File: src/rtl/core/wilder_smoothing_filter_unit_macros.svh
// assertion macros for the wilder smoothing filter unit
// no dependencies; the bodies are empty when SYNTHESIS is defined
`ifndef WILDER_SMOOTHING_FILTER_UNIT_MACROS_SVH
`define WILDER_SMOOTHING_FILTER_UNIT_MACROS_SVH

`ifndef SYNTHESIS
// antecedent implies consequent in the same cycle
`define WSF_ASSERT_IMP(lbl, clk, rst_n, ante, cons) \
  lbl: assert property (@(posedge clk) disable iff (!rst_n) (ante) |-> (cons)) \
    else $error("wsf assertion failed");
// antecedent implies consequent in the next cycle
`define WSF_ASSERT_NXT(lbl, clk, rst_n, ante, cons) \
  lbl: assert property (@(posedge clk) disable iff (!rst_n) (ante) |=> (cons)) \
    else $error("wsf assertion failed");
`else
`define WSF_ASSERT_IMP(lbl, clk, rst_n, ante, cons)
`define WSF_ASSERT_NXT(lbl, clk, rst_n, ante, cons)
`endif

`endif

File: src/rtl/core/wsf_pkg.sv
// shared constants and types for the wilder smoothing filter unit
// no dependencies
package wsf_pkg;

  localparam int unsigned PERIOD_BITS         = 8;
  localparam int unsigned SAMPLE_BITS_DEFAULT = 32;
  localparam int unsigned MAX_PERIOD          = 255;
  localparam logic [PERIOD_BITS-1:0] PERIOD_RESET = PERIOD_BITS'(14);

  // status of a serial arithmetic unit
  typedef struct packed {
    logic busy;
    logic done;
  } wsf_stat_t;

endpackage

File: src/rtl/core/wsf_mul.sv
// bit-serial multiply-add: addend + mcand * mplier, one multiplier bit per cycle
// depends on wsf_pkg
module wsf_mul #(
  parameter int unsigned SAMPLE_BITS = wsf_pkg::SAMPLE_BITS_DEFAULT
) (
  input  logic                                          clk_i,
  input  logic                                          rst_ni,
  input  logic                                          start_i,
  input  logic [SAMPLE_BITS-1:0]                        mcand_i,
  input  logic [wsf_pkg::PERIOD_BITS-1:0]               mplier_i,
  input  logic [SAMPLE_BITS-1:0]                        addend_i,
  output wsf_pkg::wsf_stat_t                            stat_o,
  output logic [SAMPLE_BITS+wsf_pkg::PERIOD_BITS-1:0]   product_o
);

  localparam int unsigned PB  = wsf_pkg::PERIOD_BITS;
  localparam int unsigned ACC = SAMPLE_BITS + PB;
  localparam int unsigned CW  = $clog2(PB);

  logic [ACC-1:0] acc_q, mcand_q;
  logic [PB-1:0]  mplier_q;
  logic [CW-1:0]  cnt_q;
  logic           busy_q, done_q;

  always_ff @(posedge clk_i or negedge rst_ni) begin
    if (!rst_ni) begin
      busy_q <= 1'b0;
      done_q <= 1'b0;
      cnt_q  <= '0;
    end else begin
      done_q <= 1'b0;
      if (start_i) begin
        busy_q <= 1'b1;
        cnt_q  <= '0;
      end else if (busy_q) begin
        cnt_q <= cnt_q + CW'(1);
        if (cnt_q == CW'(PB - 1)) begin
          busy_q <= 1'b0;
          done_q <= 1'b1;
        end
      end
    end
  end

  always_ff @(posedge clk_i) begin
    if (start_i) begin
      acc_q    <= {{PB{addend_i[SAMPLE_BITS-1]}}, addend_i};
      mcand_q  <= {{PB{mcand_i[SAMPLE_BITS-1]}}, mcand_i};
      mplier_q <= mplier_i;
    end else if (busy_q) begin
      if (mplier_q[0]) begin
        acc_q <= acc_q + mcand_q;
      end
      mcand_q  <= {mcand_q[ACC-2:0], 1'b0};
      mplier_q <= {1'b0, mplier_q[PB-1:1]};
    end
  end

  assign stat_o.busy = busy_q;
  assign stat_o.done = done_q;
  assign product_o   = acc_q;

endmodule

File: src/rtl/core/wsf_div.sv
// radix-2 restoring divider, signed dividend by unsigned period, truncating toward zero
// depends on wsf_pkg
module wsf_div #(
  parameter int unsigned SAMPLE_BITS = wsf_pkg::SAMPLE_BITS_DEFAULT
) (
  input  logic                                          clk_i,
  input  logic                                          rst_ni,
  input  logic                                          start_i,
  input  logic [SAMPLE_BITS+wsf_pkg::PERIOD_BITS-1:0]   dividend_i,
  input  logic [wsf_pkg::PERIOD_BITS-1:0]               divisor_i,
  output wsf_pkg::wsf_stat_t                            stat_o,
  output logic [SAMPLE_BITS-1:0]                        quotient_o
);

  localparam int unsigned PB  = wsf_pkg::PERIOD_BITS;
  localparam int unsigned ACC = SAMPLE_BITS + PB;
  localparam int unsigned CW  = $clog2(ACC);

  logic [ACC-1:0]         dq_q, dq_d;
  logic [PB-1:0]          rem_q, rem_d, dvs_q;
  logic [PB:0]            trial, diff;
  logic                   ge;
  logic                   neg_q;
  logic [SAMPLE_BITS-1:0] quot_q;
  logic [CW-1:0]          cnt_q;
  logic                   busy_q, done_q;

  // one quotient bit per cycle
  always_comb begin
    trial = {rem_q, dq_q[ACC-1]};
    diff  = trial - {1'b0, dvs_q};
    ge    = (trial >= {1'b0, dvs_q});
    rem_d = ge ? diff[PB-1:0] : trial[PB-1:0];
    dq_d  = {dq_q[ACC-2:0], ge};
  end

  always_ff @(posedge clk_i or negedge rst_ni) begin
    if (!rst_ni) begin
      busy_q <= 1'b0;
      done_q <= 1'b0;
      cnt_q  <= '0;
    end else begin
      done_q <= 1'b0;
      if (start_i) begin
        busy_q <= 1'b1;
        cnt_q  <= '0;
      end else if (busy_q) begin
        cnt_q <= cnt_q + CW'(1);
        if (cnt_q == CW'(ACC - 1)) begin
          busy_q <= 1'b0;
          done_q <= 1'b1;
        end
      end
    end
  end

  always_ff @(posedge clk_i) begin
    if (start_i) begin
      neg_q <= dividend_i[ACC-1];
      dq_q  <= dividend_i[ACC-1] ? (ACC'(0) - dividend_i) : dividend_i;
      rem_q <= '0;
      dvs_q <= divisor_i;
    end else if (busy_q) begin
      dq_q  <= dq_d;
      rem_q <= rem_d;
      if (cnt_q == CW'(ACC - 1)) begin
        quot_q <= neg_q ? (SAMPLE_BITS'(0) - dq_d[SAMPLE_BITS-1:0]) : dq_d[SAMPLE_BITS-1:0];
      end
    end
  end

  assign stat_o.busy = busy_q;
  assign stat_o.done = done_q;
  assign quotient_o  = quot_q;

endmodule

File: src/rtl/core/wilder_smoothing_filter_unit.sv
// Wilder smoothed moving average over signed fixed-point samples. The first N-1 samples of a
// series are summed as they are taken and give no result; the Nth gives their mean as the seed
// (tuser high), every later sample gives (previous*(N-1)+sample)/N, truncated toward zero.
// A sample with tuser (restart) set opens a new series. Arithmetic is bit-serial: the
// multiply by N-1 works through the period bits one at a time and the divide through the
// quotient bits one at a time; the next sample is taken once the result has moved into the
// output register, which then waits for the sink alone.
// depends on wsf_pkg, wsf_mul, wsf_div and wilder_smoothing_filter_unit_macros.svh
`include "wilder_smoothing_filter_unit_macros.svh"

module wilder_smoothing_filter_unit #(
  parameter int unsigned SAMPLE_BITS = wsf_pkg::SAMPLE_BITS_DEFAULT
) (
  input  logic                                  clk_i,
  input  logic                                  rst_ni,
  input  logic                                  cfg_we_i,
  input  logic [wsf_pkg::PERIOD_BITS-1:0]       cfg_wdata_i,     // smoothing_period
  input  logic                                  s_axis_tvalid_i,
  output logic                                  s_axis_tready_o,
  input  logic [((SAMPLE_BITS+7)/8)*8-1:0]      s_axis_tdata_i,  // sample_value
  input  logic                                  s_axis_tuser_i,  // restart
  output logic                                  m_axis_tvalid_o,
  input  logic                                  m_axis_tready_i,
  output logic [((SAMPLE_BITS+7)/8)*8-1:0]      m_axis_tdata_o,  // smoothed_value
  output logic                                  m_axis_tuser_o   // is_seed
);

  localparam int unsigned PB     = wsf_pkg::PERIOD_BITS;
  localparam int unsigned ACC    = SAMPLE_BITS + PB;
  localparam int unsigned DATA_W = ((SAMPLE_BITS + 7) / 8) * 8;
  localparam int unsigned CAP_INT = (wsf_pkg::MAX_PERIOD < (2**PB - 1)) ?
                                    wsf_pkg::MAX_PERIOD : (2**PB - 1);
  localparam logic [PB-1:0] PERIOD_CAP = PB'(CAP_INT);

  typedef enum logic [1:0] {
    ST_IDLE,
    ST_MUL,
    ST_DIV,
    ST_HOLD
  } state_e;

  state_e                 state_q;
  logic [PB-1:0]          period_q, n_act, n_q;
  logic [PB-1:0]          seen_q, seen_eff, seen_inc;
  logic [ACC-1:0]         sum_q, sum_eff, sum_new;
  logic [SAMPLE_BITS-1:0] prev_q, prev_eff, sample;
  logic                   seed_q;
  logic [SAMPLE_BITS-1:0] out_data_q;
  logic                   out_seed_q, out_valid_q;
  logic                   in_acc, warm, last, out_free;

  wsf_pkg::wsf_stat_t     mul_stat, div_stat;
  logic [ACC-1:0]         mul_product, div_dividend;
  logic [SAMPLE_BITS-1:0] quotient;
  logic                   mul_start, div_start;

  always_comb begin
    if (period_q == '0) begin
      n_act = PB'(1);
    end else if (period_q > PERIOD_CAP) begin
      n_act = PERIOD_CAP;
    end else begin
      n_act = period_q;
    end
  end

  // restart clears the series state before the sample is taken
  always_comb begin
    sample   = s_axis_tdata_i[SAMPLE_BITS-1:0];
    seen_eff = s_axis_tuser_i ? '0 : seen_q;
    sum_eff  = s_axis_tuser_i ? '0 : sum_q;
    prev_eff = s_axis_tuser_i ? '0 : prev_q;
    warm     = (seen_eff < n_act);
    seen_inc = seen_eff + PB'(1);
    last     = (seen_inc == n_act);
    sum_new  = sum_eff + {{PB{sample[SAMPLE_BITS-1]}}, sample};
  end

  assign s_axis_tready_o = (state_q == ST_IDLE);
  assign in_acc          = s_axis_tvalid_i && s_axis_tready_o;
  assign out_free        = !out_valid_q || m_axis_tready_i;
  assign mul_start       = in_acc && !warm;
  assign div_start       = (in_acc && warm && last) || mul_stat.done;
  assign div_dividend    = mul_stat.done ? mul_product : sum_new;

  wsf_mul #(
    .SAMPLE_BITS(SAMPLE_BITS)
  ) u_mul (
    .clk_i    (clk_i),
    .rst_ni   (rst_ni),
    .start_i  (mul_start),
    .mcand_i  (prev_eff),
    .mplier_i (n_act - PB'(1)),
    .addend_i (sample),
    .stat_o   (mul_stat),
    .product_o(mul_product)
  );

  wsf_div #(
    .SAMPLE_BITS(SAMPLE_BITS)
  ) u_div (
    .clk_i     (clk_i),
    .rst_ni    (rst_ni),
    .start_i   (div_start),
    .dividend_i(div_dividend),
    .divisor_i (mul_stat.done ? n_q : n_act),
    .stat_o    (div_stat),
    .quotient_o(quotient)
  );

  always_ff @(posedge clk_i or negedge rst_ni) begin
    if (!rst_ni) begin
      period_q <= wsf_pkg::PERIOD_RESET;
    end else if (cfg_we_i) begin
      period_q <= cfg_wdata_i;
    end
  end

  always_ff @(posedge clk_i or negedge rst_ni) begin
    if (!rst_ni) begin
      state_q     <= ST_IDLE;
      seen_q      <= '0;
      sum_q       <= '0;
      prev_q      <= '0;
      n_q         <= PB'(1);
      seed_q      <= 1'b0;
      out_valid_q <= 1'b0;
      out_seed_q  <= 1'b0;
      out_data_q  <= '0;
    end else begin
      // in the hold state the output register is refilled instead
      if (out_valid_q && m_axis_tready_i && (state_q != ST_HOLD)) begin
        out_valid_q <= 1'b0;
      end
      case (state_q)
        ST_IDLE: begin
          if (in_acc) begin
            n_q    <= n_act;
            prev_q <= prev_eff;
            if (warm) begin
              seen_q <= seen_inc;
              sum_q  <= sum_new;
              if (last) begin
                seed_q  <= 1'b1;
                state_q <= ST_DIV;
              end
            end else begin
              seed_q  <= 1'b0;
              state_q <= ST_MUL;
            end
          end
        end
        ST_MUL: begin
          if (mul_stat.done) begin
            state_q <= ST_DIV;
          end
        end
        ST_DIV: begin
          if (div_stat.done) begin
            state_q <= ST_HOLD;
          end
        end
        ST_HOLD: begin
          // the result beat waits here until the output register is free
          if (out_free) begin
            out_data_q  <= quotient;
            out_seed_q  <= seed_q;
            out_valid_q <= 1'b1;
            prev_q      <= quotient;
            state_q     <= ST_IDLE;
          end
        end
        default: begin
          state_q <= ST_IDLE;
        end
      endcase
    end
  end

  assign m_axis_tvalid_o = out_valid_q;
  assign m_axis_tdata_o  = DATA_W'(out_data_q);
  assign m_axis_tuser_o  = out_seed_q;

  `WSF_ASSERT_IMP(a_mul_done_in_mul, clk_i, rst_ni, mul_stat.done, state_q == ST_MUL)
  `WSF_ASSERT_IMP(a_div_done_in_div, clk_i, rst_ni, div_stat.done, state_q == ST_DIV)
  `WSF_ASSERT_IMP(a_seed_after_warmup, clk_i, rst_ni, (state_q == ST_HOLD) && seed_q, seen_q == n_q)
  `WSF_ASSERT_NXT(a_smooth_starts_mul, clk_i, rst_ni, in_acc && !warm, mul_stat.busy && (state_q == ST_MUL))

endmodule
File: config.mk
export PLATFORM = sky130hd
export DESIGN_NAME = wilder_smoothing_filter_unit
export DESIGN_NICKNAME = d
export VERILOG_FILES = /design/src/rtl/core/wsf_pkg.sv /design/src/rtl/core/wsf_mul.sv /design/src/rtl/core/wsf_div.sv /design/src/rtl/core/wilder_smoothing_filter_unit.sv
export VERILOG_INCLUDE_DIRS = /design/src /design/src/rtl/core
export SDC_FILE = /design/constraint.sdc
export NUM_CORES = 1
export LEC_CHECK = 0
export BUFFER_PORTS_ARGS = -buffer_cell sky130_fd_sc_hd__buf_2
export CORE_MARGIN = 4
export CORE_UTILIZATION = 40
export DETAILED_ROUTE_END_ITERATION = 6
export PLACE_DENSITY = 0.58
export SYNTH_ARGS = -nofsm -noshare
export SYNTH_HDL_FRONTEND = slang
export SYNTH_SLANG_ARGS = --single-unit
File: constraint.sdc
create_clock -name clk_i -period 7.2 [get_ports clk_i]
set_clock_uncertainty 0.05 [all_clocks]
set_input_delay 0.72 -clock clk_i [delete_from_list [all_inputs] [get_ports clk_i]]
set_output_delay 0.72 -clock clk_i [all_outputs]
set_load 0.005 [all_outputs]
After elaboration in Yosys (flattened, before gate mapping)
Index checks and enable logic that the tools add are counted.
{"block": "totals", "ff_bits": 323, "inputBits": 46, "out_inout_bits": 35, "wordCells": 124}
{"block": "classes", "n_addsub": 9, "order_cmp": 3, "eq_ne": 13, "n_mux": 50, "bitwise_logic": 1, "n_reduce_logical": 24}
{"op": "$mux W40", "n": 10}
{"op": "$mux W32", "n": 4}
{"op": "$add A40 B40 Y40", "n": 2}
{"op": "$pmux W32 S2", "n": 1}
{"op": "$mux W8", "n": 7}
{"op": "$sub A1 B40 Y40 const A", "n": 1}
{"op": "$sub A1 B32 Y32 const A", "n": 1}
{"op": "$mux W1", "n": 17}
{"op": "$mux W2", "n": 6}
{"op": "$mux W6", "n": 2}
{"op": "$reduce_and A3 Y1", "n": 4}
{"op": "$ge A9 B8 Y1", "n": 1}
{"op": "$add A8 B1 Y8 const B", "n": 1}
{"op": "$eq A8 B8 Y1", "n": 1}
{"op": "$gt A8 B8 Y1 const B", "n": 1}
{"op": "$logic_not A8 Y1", "n": 1}
{"op": "$lt A8 B8 Y1", "n": 1}
{"op": "$ne A2 B1 Y1 const B", "n": 4}
{"op": "$pmux W2 S4", "n": 1}
{"op": "$reduce_bool A2 Y1", "n": 4}
{"op": "$sub A8 B1 Y8 const B", "n": 1}
{"op": "$sub A8 B8 Y8", "n": 1}
{"op": "$add A6 B1 Y6 const B", "n": 1}
{"op": "$eq A6 B6 Y1 const B", "n": 1}
{"op": "other kinds (14)", "n": 26}

Depth between registers and ports, before layout
{"block": "logic_depth", "ltp_word": 9, "depth_mapped": 19, "depth_no_buf": 16}

Hierarchy
Synthesis repeated with hierarchy kept, for this count alone.
{"block": "hier_totals", "cells_unflattened": 2061, "hier_area_um2": 20016.7}
{"mod": "wilder_smoothing_filter_unit", "instances": 1, "cells_per_inst": 995, "area_each_um2": 8675.8, "seq_area_each_um2": 3333.2}
{"mod": "wsf_mul", "instances": 1, "cells_per_inst": 563, "area_each_um2": 5968.2, "seq_area_each_um2": 2767.7}
{"mod": "wsf_div", "instances": 1, "cells_per_inst": 503, "area_each_um2": 5372.7, "seq_area_each_um2": 2792.7}

Worst setup path before layout
OpenSTA, ideal clock, no wires.
{"block": "synth_timing", "path_type": "input -> register", "start": "input port s_axis_tuser_i", "end": "register u_div.dq_q[38], data pin", "setup_ns": 0.266, "t_arrival_ns": 4.938, "t_required_ns": 6.884, "setup_slack_ns": 1.946, "path_stages": 17, "n_path_buf": 3, "cell_sequence": "clkbuf_1 -> clkbuf_1 -> buf_1 -> nor2b_1 -> ha_1 -> fa_1 -> a211oi_1 -> o21a_1 -> or4_4 -> a2111oi_4 -> or4_1 -> a221o_1 -> a2111oi_4 -> nand4_2 -> o41ai_2 -> xnor2_1 -> o21ai_1"}
{"block": "synth_via", "elab_chain_cells": 6, "word_cells_on_any_way": 13, "classes_between": "add/sub: 3; order compare: 1; eq/ne: 1; mux: 5; reduce/logical: 3"}
{"item": "from (decl)", "line_no": "wilder_smoothing_filter_unit.sv:21", "rtl": "input logic s_axis_tuser_i,"}
{"item": "$mux W40 / $mux W8 (equally long branches)", "line_no": "wilder_smoothing_filter_unit.sv:71, wilder_smoothing_filter_unit.sv:70"}
{"item": "$add A40 B40 Y40, or another cell as far along", "line_no": "wilder_smoothing_filter_unit.sv:76", "rtl": "sum_new = sum_eff + {{PB{sample[SAMPLE_BITS-1]}}, sample};"}
{"item": "$mux W40, or another cell as far along", "line_no": "wilder_smoothing_filter_unit.sv:84", "rtl": "assign div_dividend = mul_stat.done ? mul_product : sum_new;"}
{"item": "$sub A1 B40 Y40 / $logic_and A1 B1 Y1 (equally long branches)", "line_no": "wsf_div.sv:60, wilder_smoothing_filter_unit.sv:83"}
{"item": "$mux W40 / $logic_or A1 B1 Y1 (equally long branches)", "line_no": "wsf_div.sv:60, wilder_smoothing_filter_unit.sv:83"}
{"item": "$mux W40 *", "line_no": "wsf_div.sv:58", "rtl": "if (start_i) begin"}
{"item": "to (signal assigned)", "line_no": "wsf_div.sv:60", "rtl": "dq_q <= dividend_i[ACC-1] ? (ACC'(0) - dividend_i) : dividend_i;"}
{"item": "to (signal assigned)", "line_no": "wsf_div.sv:64", "rtl": "dq_q <= dq_d;"}
{"item": "to (decl)", "line_no": "wsf_div.sv:19", "rtl": "logic [ACC-1:0] dq_q, dq_d;"}
Mark *: on every way between the ends. The rest lies on a longest branch, timed or not.
A chain may end at the register's enable or synchronous reset.

Worst setup path in the final report
{"block": "layout_timing", "start": "input port s_axis_tuser_i", "end": "register u_div.dq_q[37], data pin"}
Same word-level chain as after synthesis.

==> reports/results.ini <==
[timing]
worst_pin_slew_ns = 1.20
setup_tns_ns = 0
slew_headroom = 0.195
fin_crit_sh = 0.720
rsz0062_at_grt = false
max_freq_mhz = 193
setup_viol = 0
setup_ws_ns = 2.02
finalHoldViolCount = 0
drv_slew = 0
min_period_ns = 5.18

[clocking]
cts.sinks = 323
post_cts_resized = 0
insertion_delay_ns = 0.57
clk_pin_slew_worst_paths_ns = 0.06
htree_levels = 2
numCtsBuffers = 39
ctsHoldBuffers = 0
clockBufferDepth = 3
tritoncts = built
cts_root_buffer = clkbuf_16
post-cts-setup-buffers = 0

[route]
first_iter_violations = 971
vias = 16300
dr.pass1.iters = 5
post_drt_wl_per_cell_um = 19.9
ant_nets = 0
drc = 0
totalWireLength_um = 57600
routed_via_density = 5.64

[floorplanning]
dieHeight_um = 234
die_x_um = 234
die-area_um2 = 55000
coreArea_um2 = 50500
start_util = 0.407
num_rows = 82
pin_count = 81

[setup_path]
start_kind = input pin
rr_startpoint = sum_q[0]$_DFFE_PN0P_
crit_type = in -> reg
crit_path_start = s_axis_tuser_i
r2r_slack_ns = 2.28
arrival_ns = 5.43
cp_data_required_time_ns = 7.45
crit_fanout = 23
end_kind = flop

[pwr]
p_leak_uw = 0.00914
p_total_uw = 6020
power_density_nw_per_um2 = 264
irDropWorstVdd_uv = 168

[placement]
io_buffers = 80
hpwl_um = 41800
pre_cts_slack_ns = 1.50
place_inst = 2824
gp_congestion = 0.923

[global_routing]
grt_max_degree = 87
antenna_found_initial = 0
grt_overflow_total = 0
grt_pass1_wl_um = 90000
grt.total_usage = 0.208
first_global_vias = 16200

[synthesis]
synth.yosys.seq_area_share = 0.433
yosysTopAreaCellShare = 0.247
synth.largest_area_cell = edfxtp_1
synthesis.area_um2 = 20500
synth-edff-count = 169
synth_nets = 2323
synthFlopType = edfxtp_1
synth-seq-cells = 323
ys_types = 85
synthArstFlopShare = 0.452
synth_cells = 2169
syn_avg_cell_area_um2 = 9.46
netlist_top_cells_area = edfxtp_1, dfrtp_1, ha_1
yosysWarnings = 0

[layout]
layout_common_cells = nand2_1, o21ai_0, edfxtp_1
final-seq-area_um2 = 8890
nFillCells = 4905
drive_gt1_frac = 0.118
instances_no_fill = 2896
nets = 2347
diodes = 0
final_common_cell = nand2_1
multiInputGateArea_um2 = 11000
syn_to_final_growth_pct = 11.2

[run]
drv_cap = 0

[min_path]
hp-class = in -> async

[run_status]
status = finished clean

worst max-delay path: stages:
cell,delay (ns)
buf_2,0.48
nor2b_1,0.13
ha_1,0.24
fa_1,0.43
a211oi_1,0.35
o21a_1,0.28
nor4_1,0.08
or3b_2,0.53
nor4_2,0.39
nand4_1,0.22
nor3_1,0.63
nand4_1,0.32
o31ai_1,0.31
xor2_1,0.19
a21oi_1,0.08
power breakdown:
| group | switching, uW | total, uW | internal, uW |
|---|---|---|---|
| clock network | 837 | 2010 | 1170 |
| registers | 86.2 | 2190 | 2110 |
| logic | 1120 | 1810 | 694 |
| total | 2040 | 6020 | 3970 |
state kept, by name, summed over array words and instances, names as in the netlist, 32 cells and up:
register          count
sum_q                40
u_mul.mcand_q        40
u_div.quotient_o     32
prev_q               32
m_axis_tdata_o       32
u_mul.product_o      40
u_div.dq_q           40
worst paths after layout:
check,end,cells after the start
worst min-delay path,sum_q[8]$_DFFE_PN0P_,1
min in group clk_i,period_q[4]$_DFFE_PN0P_,3
worst min register to register,sum_q[32]$_DFFE_PN0P_,2
worst max register to register,u_div.dq_q[37]$_DFFE_PP_,14
worst max-delay path,u_div.dq_q[37]$_DFFE_PP_,15
max in group asynchronous,u_mul.done_q$_DFF_PN0_,2
synth_stat cells (23+ instances only):
cell / number
a22o_1: 34
nand3b_1: 34
nor2b_1: 61
ha_1: 105
mux2_2: 50
nand4_1: 31
a21oi_1: 133
o21ai_0: 179
a21o_1: 56
nor2_1: 133
nor3_1: 36
edfxtp_1: 169
inv_1: 54
nand3_1: 48
dfrtp_1: 142
clkbuf_1: 95
xor2_1: 49
and3_1: 23
nand2_1: 285
xnor2_1: 104
stage by stage:
| stage | instance area (um2) | hold slack (ns) | utilization |
|---|---|---|---|
| 5_1_grt | 22800 | 0.245 | 0.452 |
| 4_1_cts | 22800 | 0.200 | 0.452 |
| 2_1_floorplan | 20500 | 0.374 | - |
| 3_3_place_gp | 21500 | 0.406 | 0.426 |
| 6_report | 22800 | 0.177 | 0.452 |
| 3_5_place_dp | 21500 | 0.413 | 0.426 |
area by class of cell:
cell class / instances / area share
Multi-Input combinational cell: 1669 / 0.481
Sequential cell: 323 / 0.390
Clock buffer: 49 / 0.0485
Clock inverter: 23 / 0.00867
Timing Repair Buffer: 102 / 0.0251
Inverter: 58 / 0.00955
Tap cell: 672 / 0.0369
cell families after synthesis:
logic type      synth area share
fa+ha+maj                 0.0670
flops                      0.433
mux                       0.0348
buf+inv                   0.0332
compound gates             0.183
xor+xnor                  0.0653
simple gates               0.183
layer usage:
layer,global-route usage,up-vias,wire length (um)
li1,-,7919,-
met3,0.0299,108,2420
met4,0.0790,0,2310
met1,0.261,7919,24500
met5,0,-,0
met2,0.362,394,28300
Power figures use the tool's default switching activity.
